$ cat src/hdl/dnle_pkg.sv
// constants shared by the dns name label encoder files
// no dependencies
`timescale 1ns / 1ps

package dnle_pkg;

   localparam int BYTE_W      = 8;
   localparam int MAX_LABEL   = 63;
   localparam int STORE_DEPTH = 63;
   localparam int ADDR_W      = 6;
   localparam int USER_W      = 3;

   // longest label that the store can hold
   localparam int LABEL_LIMIT = (MAX_LABEL < STORE_DEPTH) ? MAX_LABEL : STORE_DEPTH;
   // a final dot keeps the label it closes plus the root byte within 64 bytes
   localparam int ROOT_KEEP   = 62;

   localparam logic [BYTE_W-1:0] DOT_CHAR = 8'h2E;

endpackage

$ cat src/hdl/dnle_ram.sv
// generic single-port-write, single-port-read ram with registered read data
// no dependencies
`timescale 1ns / 1ps

module dnle_ram #(
   parameter int WIDTH = 8,
   parameter int DEPTH = 64
) (
   input  logic                     clock,
   input  logic                     wr_en,
   input  logic [$clog2(DEPTH)-1:0] wr_addr,
   input  logic [WIDTH-1:0]         wr_data,
   input  logic                     rd_en,
   input  logic [$clog2(DEPTH)-1:0] rd_addr,
   output logic [WIDTH-1:0]         rd_data
);

   logic [WIDTH-1:0] mem_ff [DEPTH];
   logic [WIDTH-1:0] rd_data_ff;

   always_ff @(posedge clock) begin
      if (wr_en) begin
         mem_ff[wr_addr] <= wr_data;
      end
      // read data holds until the next read
      if (rd_en) begin
         rd_data_ff <= mem_ff[rd_addr];
      end
   end

   assign rd_data = rd_data_ff;

endmodule

$ cat src/hdl/dns_name_label_encoder_top.sv
// top level of the dns name label encoder
// depends on dnle_pkg and dnle_ram
`timescale 1ns / 1ps

// Usage:
// The req channel takes a dotted name one character a beat: req_tdata is the
// character, req_tlast marks the last character of the name. The rsp channel
// gives the wire form one byte a beat: each label as a length byte followed
// by its characters, a final dot adding a zero root byte.
// Characters are held in a 63-entry label ram until their label closes.
// An ordinary character is taken in and gives no beat. A character that
// closes a label (a dot or the last character) starts a read-out that holds
// off req_tready: the length byte, then each stored character streamed from
// the ram (each read is issued ahead of its byte), then a root byte if the
// name ended in a dot.
// A stall on rsp_tready holds the output register and the read-out; no beat
// is lost. Reset clears the state, the label fill count, the overflow flag and the
// output valid; the ram needs no clearing, only written entries are read.

module dns_name_label_encoder_top (
   input  logic                             clock,
   input  logic                             reset,
   input  logic                             req_tvalid,
   output logic                             req_tready,
   input  logic [dnle_pkg::BYTE_W-1:0]      req_tdata,  // char_byte
   input  logic                             req_tlast,  // final_char
   output logic                             rsp_tvalid,
   input  logic                             rsp_tready,
   output logic [dnle_pkg::BYTE_W-1:0]      rsp_tdata,  // out_byte
   output logic                             rsp_tlast,  // run_last
   // is_length_byte, name_last, label_too_long
   output logic [dnle_pkg::USER_W-1:0]      rsp_tuser
);

   localparam logic [1:0] S_IDLE = 2'd0;
   localparam logic [1:0] S_LEN  = 2'd1;
   localparam logic [1:0] S_CHAR = 2'd2;
   localparam logic [1:0] S_ROOT = 2'd3;

   localparam logic [dnle_pkg::ADDR_W-1:0] LIMIT = dnle_pkg::ADDR_W'(dnle_pkg::LABEL_LIMIT);
   localparam logic [dnle_pkg::ADDR_W-1:0] KEEP  = dnle_pkg::ADDR_W'(dnle_pkg::ROOT_KEEP);

   logic [1:0] state_ff, state_in;
   logic [dnle_pkg::ADDR_W-1:0] fill_ff, fill_in;
   logic overflow_ff, overflow_in;
   logic [dnle_pkg::ADDR_W-1:0] count_ff, count_in;
   logic [dnle_pkg::ADDR_W-1:0] idx_ff, idx_in;
   logic run_ff, run_in;
   logic name_ff, name_in;
   logic root_ff, root_in;
   logic cut_ff, cut_in;

   logic out_valid_ff, out_valid_in;
   logic [dnle_pkg::BYTE_W-1:0] out_byte_ff, out_byte_in;
   logic out_len_ff, out_len_in;
   logic out_run_ff, out_run_in;
   logic out_name_ff, out_name_in;
   logic out_cut_ff, out_cut_in;

   logic accept, is_dot, has_room, out_free, load;
   logic wr_en, rd_en;
   logic [dnle_pkg::ADDR_W-1:0] rd_addr;
   logic [dnle_pkg::BYTE_W-1:0] rd_data;
   logic [dnle_pkg::ADDR_W-1:0] fill_next;
   logic ov_next;

   assign req_tready = (state_ff == S_IDLE);
   assign accept     = req_tvalid && req_tready;
   assign is_dot     = (req_tdata == dnle_pkg::DOT_CHAR);
   assign has_room   = (fill_ff < LIMIT);
   assign out_free   = !out_valid_ff || rsp_tready;
   assign wr_en      = accept && !is_dot && has_room;
   assign fill_next  = has_room ? dnle_pkg::ADDR_W'(fill_ff + 1'b1) : fill_ff;
   assign ov_next    = overflow_ff || !has_room;

   dnle_ram #(
      .WIDTH(dnle_pkg::BYTE_W),
      .DEPTH(dnle_pkg::STORE_DEPTH)
   ) u_label_ram (
      .clock  (clock),
      .wr_en  (wr_en),
      .wr_addr(fill_ff),
      .wr_data(req_tdata),
      .rd_en  (rd_en),
      .rd_addr(rd_addr),
      .rd_data(rd_data)
   );

   always_comb begin
      state_in    = state_ff;
      fill_in     = fill_ff;
      overflow_in = overflow_ff;
      count_in    = count_ff;
      idx_in      = idx_ff;
      run_in      = run_ff;
      name_in     = name_ff;
      root_in     = root_ff;
      cut_in      = cut_ff;
      rd_en       = 1'b0;
      rd_addr     = '0;
      load        = 1'b0;
      out_byte_in = out_byte_ff;
      out_len_in  = out_len_ff;
      out_run_in  = out_run_ff;
      out_name_in = out_name_ff;
      out_cut_in  = out_cut_ff;

      case (state_ff)
         S_IDLE: begin
            if (accept) begin
               if (is_dot) begin
                  state_in    = S_LEN;
                  fill_in     = '0;
                  overflow_in = 1'b0;
                  if (req_tlast) begin
                     count_in = (fill_ff > KEEP) ? KEEP : fill_ff;
                     cut_in   = overflow_ff || (fill_ff > KEEP);
                     run_in   = 1'b0;
                     name_in  = 1'b0;
                     root_in  = 1'b1;
                  end else begin
                     count_in = fill_ff;
                     cut_in   = overflow_ff;
                     run_in   = 1'b1;
                     name_in  = 1'b0;
                     root_in  = 1'b0;
                  end
               end else if (req_tlast) begin
                  state_in    = S_LEN;
                  fill_in     = '0;
                  overflow_in = 1'b0;
                  count_in    = fill_next;
                  cut_in      = ov_next;
                  run_in      = 1'b1;
                  name_in     = 1'b1;
                  root_in     = 1'b0;
               end else begin
                  fill_in     = fill_next;
                  overflow_in = ov_next;
               end
            end
         end
         S_LEN: begin
            if (out_free) begin
               load        = 1'b1;
               out_byte_in = dnle_pkg::BYTE_W'(count_ff);
               out_len_in  = 1'b1;
               out_run_in  = (count_ff == '0) && run_ff;
               out_name_in = (count_ff == '0) && name_ff;
               out_cut_in  = cut_ff;
               idx_in      = '0;
               if (count_ff != '0) begin
                  // fetch the first character ahead of its output beat
                  rd_en    = 1'b1;
                  rd_addr  = '0;
                  state_in = S_CHAR;
               end else begin
                  state_in = root_ff ? S_ROOT : S_IDLE;
               end
            end
         end
         S_CHAR: begin
            if (out_free) begin
               load        = 1'b1;
               out_byte_in = rd_data;
               out_len_in  = 1'b0;
               out_cut_in  = 1'b0;
               if (dnle_pkg::ADDR_W'(idx_ff + 1'b1) == count_ff) begin
                  out_run_in  = run_ff;
                  out_name_in = name_ff;
                  state_in    = root_ff ? S_ROOT : S_IDLE;
               end else begin
                  out_run_in  = 1'b0;
                  out_name_in = 1'b0;
                  rd_en       = 1'b1;
                  rd_addr     = dnle_pkg::ADDR_W'(idx_ff + 1'b1);
                  idx_in      = dnle_pkg::ADDR_W'(idx_ff + 1'b1);
               end
            end
         end
         S_ROOT: begin
            if (out_free) begin
               load        = 1'b1;
               out_byte_in = '0;
               out_len_in  = 1'b1;
               out_run_in  = 1'b1;
               out_name_in = 1'b1;
               out_cut_in  = 1'b0;
               state_in    = S_IDLE;
            end
         end
         default: begin
            state_in = S_IDLE;
         end
      endcase
   end

   always_comb begin
      if (load) begin
         out_valid_in = 1'b1;
      end else if (rsp_tready) begin
         out_valid_in = 1'b0;
      end else begin
         out_valid_in = out_valid_ff;
      end
   end

   always_ff @(posedge clock) begin
      if (reset) begin
         state_ff     <= S_IDLE;
         fill_ff      <= '0;
         overflow_ff  <= 1'b0;
         out_valid_ff <= 1'b0;
      end else begin
         state_ff     <= state_in;
         fill_ff      <= fill_in;
         overflow_ff  <= overflow_in;
         out_valid_ff <= out_valid_in;
      end
   end

   always_ff @(posedge clock) begin
      count_ff    <= count_in;
      idx_ff      <= idx_in;
      run_ff      <= run_in;
      name_ff     <= name_in;
      root_ff     <= root_in;
      cut_ff      <= cut_in;
      out_byte_ff <= out_byte_in;
      out_len_ff  <= out_len_in;
      out_run_ff  <= out_run_in;
      out_name_ff <= out_name_in;
      out_cut_ff  <= out_cut_in;
   end

   assign rsp_tvalid = out_valid_ff;
   assign rsp_tdata  = out_byte_ff;
   assign rsp_tlast  = out_run_ff;
   assign rsp_tuser  = {out_cut_ff, out_name_ff, out_len_ff};

endmodule
$ cat config.mk
export PLATFORM = sky130hd
export DESIGN_NAME = dns_name_label_encoder_top
export DESIGN_NICKNAME = d
export VERILOG_FILES = /design/src/hdl/dnle_pkg.sv /design/src/hdl/dnle_ram.sv /design/src/hdl/dns_name_label_encoder_top.sv
export SDC_FILE = /design/constraint.sdc
export NUM_CORES = 1
export LEC_CHECK = 0
export ABC_AREA = 1
export BUFFER_PORTS_ARGS = -buffer_cell sky130_fd_sc_hd__buf_2
export CAP_MARGIN = 0
export CORE_ASPECT_RATIO = 2
export CORE_UTILIZATION = 55
export CTS_BUF_LIST = sky130_fd_sc_hd__clkbuf_16
export DETAILED_ROUTE_END_ITERATION = 8
export HOLD_SLACK_MARGIN = 0.1
export PLACE_DENSITY = 0.71
export SKIP_CTS_REPAIR_TIMING = 1
export SYNTH_ARGS = -nofsm -noshare
export SYNTH_HDL_FRONTEND = slang
export SYNTH_HIERARCHICAL = 1
export SYNTH_SLANG_ARGS = --single-unit
$ cat constraint.sdc
create_clock -name clock -period 3.5 [get_ports clock]
set_clock_uncertainty 0.2 [all_clocks]
set_input_delay 0.525 -clock clock [delete_from_list [all_inputs] [get_ports clock]]
set_output_delay 0.525 -clock clock [all_outputs]
set_load 0.01 [all_outputs]
# Yosys cells after proc, flatten, opt, wreduce, memory -nomap -nowiden
# Memory sizes are Yosys's and may differ from the RTL's. A register that Yosys moved wholly into a read port is not among the register bits.
# Cells that the tools add are included.
# word_totals
register_bits	38
ram_bits	504
input_bits	13
output_inout_bits	14
elab_cells	127
n_memories	1
# op_classes
add_sub_neg	2
magnitude_cmp	2
eq_ne	14
muxes	63
reduce_logical	30
# memory_table
memory	depth	word_bits	rd	rd_ports_with_merged_regs	write_ports	line	source
u_label_ram.mem_ff	63	8	1	1	1	dnle_ram.sv:18	logic [WIDTH-1:0] mem_ff [DEPTH];
# ops
operator	n
$mux 6	13
$mux 1	30
$mux 8	3
$pmux 8 s3	1
$mux 2	9
$add 6x1->6 const B	2
$pmux 6 s2	1
$ne 2x2->1 const B	5
$reduce_bool 2->1	5
$reduce_and 3->1	3
$eq 8x6->1 const B	1
$pmux 2 s4	1
$reduce_and 4->1	2
$eq 6x6->1	1
$gt 6x6->1 const B	1
$logic_not 6->1	1
$lt 6x6->1 const B	1
$ne 2x1->1 const B	3
$pmux 1 s2	3
$pmux 1 s3	2
$reduce_and 6->1	1
$reduce_bool 6->1	1
$logic_and 1x1->1	5
$eq 2x2->1 const B	2
other kinds (9)	14

# Longest topological paths before layout
# logic_depth
ltp_word	6
ltp_mapped	23
mapped_depth_nobuf	20

# By module
# The synthesis kept the hierarchy.
# modules_own_cells
module	instances	cells_per_inst	area_each_um2	seq_area_each_um2
dnle_ram	1	1795	21013.9	15374.7
dns_name_label_encoder_top	1	270	2129.5	1041.0

# Worst setup path before layout
# OpenSTA, ideal clock, no wires.
# synth_timing
path_kind	register to register
start	register idx_ff[0] (netlist bit)
end	register u_label_ram.rd_data_ff[4] (netlist: u_label_ram/rd_data[4]) (read register of u_label_ram.mem_ff) (data pin)
setup_time_ns	0.253
arrival_ns	2.419
required_ns	3.047
slack_ns	0.628
stages_incl_launch_ff	22
path_buffers	3
period_less_slack_ns	2.872
path_cell_list	edfxtp_1 -> ha_1 -> inv_1 -> nand2_1 -> nand2_1 -> nor2_1 -> nand3_1 -> nor2_1 -> nand3_2 -> nand2_1 -> nor3_1 -> buf_6 -> buf_4 -> buf_4 -> nand2_1 -> nand3_1 -> nand3_1 -> nand3_1 -> nand2_1 -> nand2_1 -> nand3_1 -> nand2_1
# synth_via
elab_chain_cells	5
# synth_lines
item	line	source
start: declaration	dns_name_label_encoder_top.sv:47	logic [dnle_pkg::ADDR_W-1:0] idx_ff, idx_in;
start signal: assignment	dns_name_label_encoder_top.sv:224	idx_ff <= idx_in;
$add 6x1->6 (*)	dns_name_label_encoder_top.sv:168, dns_name_label_encoder_top.sv:176	
$eq 6x6->1	dns_name_label_encoder_top.sv:168	if (dnle_pkg::ADDR_W'(idx_ff + 1'b1) == count_ff) begin
$mux 6 (*)	dns_name_label_encoder_top.sv:168	
$mux 6 (*)	dns_name_label_encoder_top.sv:163	if (out_free) begin
$mux 6 (*)	n/a	
net rd_addr, one bit	dns_name_label_encoder_top.sv:62	logic [dnle_pkg::ADDR_W-1:0] rd_addr;
end: declaration	dnle_ram.sv:19	logic [WIDTH-1:0] rd_data_ff;
# The timed path passes the listed nets; every way through them passes the cells marked *.
# A chain may end at the register's enable or synchronous reset.

# Worst setup path after layout
# layout_timing
start	register idx_ff[2] (netlist bit)
end	register u_label_ram.rd_data_ff[0] (netlist: u_label_ram/rd_data[0]) (read register of u_label_ram.mem_ff) (data pin)
# layout_via
elab_chain_cells	5
# layout_lines
item	line
$add 6x1->6	dns_name_label_encoder_top.sv:168
$eq 6x6->1	dns_name_label_encoder_top.sv:168
$mux 6	dns_name_label_encoder_top.sv:168
$mux 6	dns_name_label_encoder_top.sv:163
$mux 6	n/a
net rd_addr, one bit	dns_name_label_encoder_top.sv:62
# The timed path passes the listed nets, and every way through them passes these cells.

==> flow_metrics.tcl <==
set metrics [dict create \
    reg2reg_from "idx_ff[2]" \
    layoutNonFillerInstCount 2730 \
    initial_antenna_violation_count 0 \
    postSynthAreaPerCell_um2 11.21 \
    r2r-end "u_label_ram/rd_data[0]" \
    result_of_the_run "complete, no violations" \
    floorplan.initialDensity 0.5557 \
    finalPower_mw 16.97 \
    num_antenna_cells 0 \
    placedInstanceArea_um2 24310 \
    floorplan.die.height_um 292.1 \
    cts.path.max_buffers 3 \
    dieWidth_um 147.1 \
    count_of_unique_library_cells_instantiated_by_yosys 32 \
    residual_drc 0 \
    route.detailed.vias_per_inst 5.890 \
    cts.root.buffer_cell "sky130_fd_sc_hd__clkbuf_16" \
    worst_setup_hold_path_clk_slew_ns 0.07 \
    final_util 0.6271 \
    number_of_h_tree_branching_levels 2 \
    r2r_slack_ns 0.12 \
    report.final.hold_viol_count 0 \
    wl_per_cell_um 23.49 \
    grt.total_usage 0.2882 \
    first_global_vias 15790 \
    setup_total_negative_slack_ns 0 \
    arrival_ns 3.60 \
    dp_slack_ns -0.1632 \
    grt_max_degree 126 \
    crit_end "u_label_ram/rd_data[0]" \
    critPathLaunch "idx_ff[2]" \
    coreArea_um2 41640 \
    finalHoldWorstSlack_ns 0.1872 \
    powerDensity_nw_per_um2 649.9 \
    cts-buffers-inserted 45 \
    drt_first_iter_violations 1698 \
    clock_latency_ns 0.57 \
    die_area_um2 42950 \
    finalWirelength_mm 64.12 \
    cts.sink_count 550 \
    final_critical_path_setup_slack_ns 0.1244 \
    port_buffers 26 \
    slew_headroom 0.4514 \
    grt_first_pass_wirelength_mm 91.38 \
    final_min_period_over_clock_period 0.9645 \
    area_delta_synth_final_pct 12.85 \
    fp-row-count 106 \
    ys_warn_count 6 \
    max_cap_viol_count 0 \
    gpl.final_weighted_congestion 0.9287 \
    vias 16080 \
    syn_area_um2 23140 \
    finalSetupViolCount 0 \
    postSynthNetCount 2085 \
    final_net_count 2176 \
    min_period_ns 3.376 \
    synth_cells 2065 \
    cp-end-kind "flop" \
    drt_pass1_iterations 8 \
    postSynthRegisterBits 550 \
    grt_remaining_overflow 0 \
    required_ns 3.73 \
    crit_path_start_kind "flop" \
    hold_path_class "in2reg" \
    hpwl_mm 39.94 \
    synth_sequential_area_ratio 0.7093 \
    power.static_leakage_nw 9.685 \
    dpl.cell_count 2632 \
    fillCellCount 3187 \
    io_pins 27 \
    max_slew.worst_pin.slew_ns 0.8229 \
    post_route_cells_drive_above_1_share 0.1123 \
    clock_tree_from_tritoncts "done" \
    criticalPathCategory "reg2reg" \
    vdd_drop_max_mv 0.3532 \
    post-route-cell-area_um2 26120 \
    detail-route-antenna-nets 0 \
    report.final.slew_viol_count 0 \
    timing.critical_path.fanout_max 62 \
    fmax_mhz 296.2 \
    worst-r2r-cell-count 19 \
]
routing by layer:
metal  vias up  GRT usage  routed length (µm)
li1       7324          -                   -
met1      7785     0.3013               21020
met2       768     0.5380               35240
met3       202    0.03188                3685
met4         0     0.1868                4170
met5         -          0                   0
final cells by class:
cell class	instances	area, µm²	share of cell area
Inverter	66	270.3	0.01035
Sequential cell	550	16420	0.6286
Timing Repair Buffer	158	1488	0.05696
Tap cell	540	675.6	0.02587
Clock buffer	47	1176	0.04503
Multi-Input combinational cell	1335	5826	0.2231
Clock inverter	34	265.3	0.01016
cells in the mapped netlist (all sizes together):
master  number  area (µm²)
nor2       117       449.2
o211ai       1       7.510
xor2         1       8.760
edfxtp     540       16220
dfxtp       10       200.2
or2          1       6.260
nand3      444        2227
nand2      704        2653
a21oi       15       75.07
buf         91       625.6
nor3b        1       12.51
nor3        17       85.08
clkbuf      23       86.33
ha           7       87.58
o21ai       19       95.09
a22o         1       8.760
a22oi        4       30.03
o21bai       1       7.510
inv         66       250.2
nand4        2       12.51
kinds of logic after synthesis:
group	Yosys count	share of synthesized area
flip-flops	550	0.7093
buffers and inverters	180	0.04157
AND/OR/NAND/NOR	1286	0.2353
XOR/XNOR	1	0.0003785
AO/OA/AOI/OAI	41	0.009677
adder cells (fa/ha/maj)	7	0.003784
layout by cell type, fill, tap and decap left out, types with 4 or more instances in the layout:
cell / count
sky130_fd_sc_hd__buf_2: 26
sky130_fd_sc_hd__edfxtp_1: 540
sky130_fd_sc_hd__nand3_2: 5
sky130_fd_sc_hd__buf_12: 12
sky130_fd_sc_hd__a22oi_1: 4
sky130_fd_sc_hd__ha_1: 7
sky130_fd_sc_hd__nor2_1: 114
sky130_fd_sc_hd__o21ai_0: 18
sky130_fd_sc_hd__buf_4: 105
sky130_fd_sc_hd__nand3_1: 439
sky130_fd_sc_hd__inv_1: 69
sky130_fd_sc_hd__a21oi_1: 14
sky130_fd_sc_hd__bufinv_16: 4
sky130_fd_sc_hd__nand2_1: 699
sky130_fd_sc_hd__clkinv_2: 9
sky130_fd_sc_hd__buf_16: 4
sky130_fd_sc_hd__dfxtp_1: 10
sky130_fd_sc_hd__clkinv_1: 9
sky130_fd_sc_hd__nand2_2: 5
sky130_fd_sc_hd__nor3_1: 13
sky130_fd_sc_hd__clkbuf_16: 54
power by group:
| part | switching [mW] | internal [mW] | total, mW |
|---|---|---|---|
| registers | 0.123 | 7.54 | 7.67 |
| clock network | 2.28 | 2.73 | 5.01 |
| logic | 2.96 | 1.34 | 4.30 |
| total | 5.36 | 11.6 | 17.0 |
worst min-delay path by stage:
stage                             from  cells after the start                         to
after floorplan            overflow_ff                      2                     cut_ff
after detailed placement        run_ff                      2                  rsp_tlast
after global placement         name_ff                      2                out_name_ff
after CTS                        reset                      2                 fill_ff[0]
after global routing      req_tdata[1]                      1  u_label_ram/mem_ff[56][1]
final                       req_tvalid                      4                overflow_ff
state kept, by name, summed over array words and instances, names as in the netlist:
register / count
u_label_ram/rd_data: 8
root_ff: 1
out_cut_ff: 1
fill_ff: 6
rsp_tvalid: 1
idx_ff: 6
rsp_tdata: 8
count_ff: 6
out_name_ff: 1
overflow_ff: 1
out_len_ff: 1
name_ff: 1
cut_ff: 1
rsp_tlast: 1
state_ff: 2
u_label_ram/mem_ff: 504
run_ff: 1
worst max-delay path: stages (launching register included):
cell                       delay [ns]
sky130_fd_sc_hd__edfxtp_1        0.48
sky130_fd_sc_hd__nand3_2         0.16
sky130_fd_sc_hd__nand2_1         0.15
sky130_fd_sc_hd__nand2_2         0.09
sky130_fd_sc_hd__nor2_1          0.16
sky130_fd_sc_hd__nor2_1          0.08
sky130_fd_sc_hd__nand3_2         0.09
sky130_fd_sc_hd__nand2_2         0.08
sky130_fd_sc_hd__nor3_4          0.18
sky130_fd_sc_hd__buf_4           0.23
sky130_fd_sc_hd__buf_4           0.18
sky130_fd_sc_hd__buf_12          0.31
sky130_fd_sc_hd__nand2_1         0.09
sky130_fd_sc_hd__nand3_1         0.09
sky130_fd_sc_hd__nand3_1         0.11
sky130_fd_sc_hd__nand2_1         0.11
sky130_fd_sc_hd__nand2_1         0.08
sky130_fd_sc_hd__nand3_1         0.15
sky130_fd_sc_hd__nand3_1         0.11
sky130_fd_sc_hd__nand2_1         0.11
No activity file was read; power rests on OpenSTA's default activity.
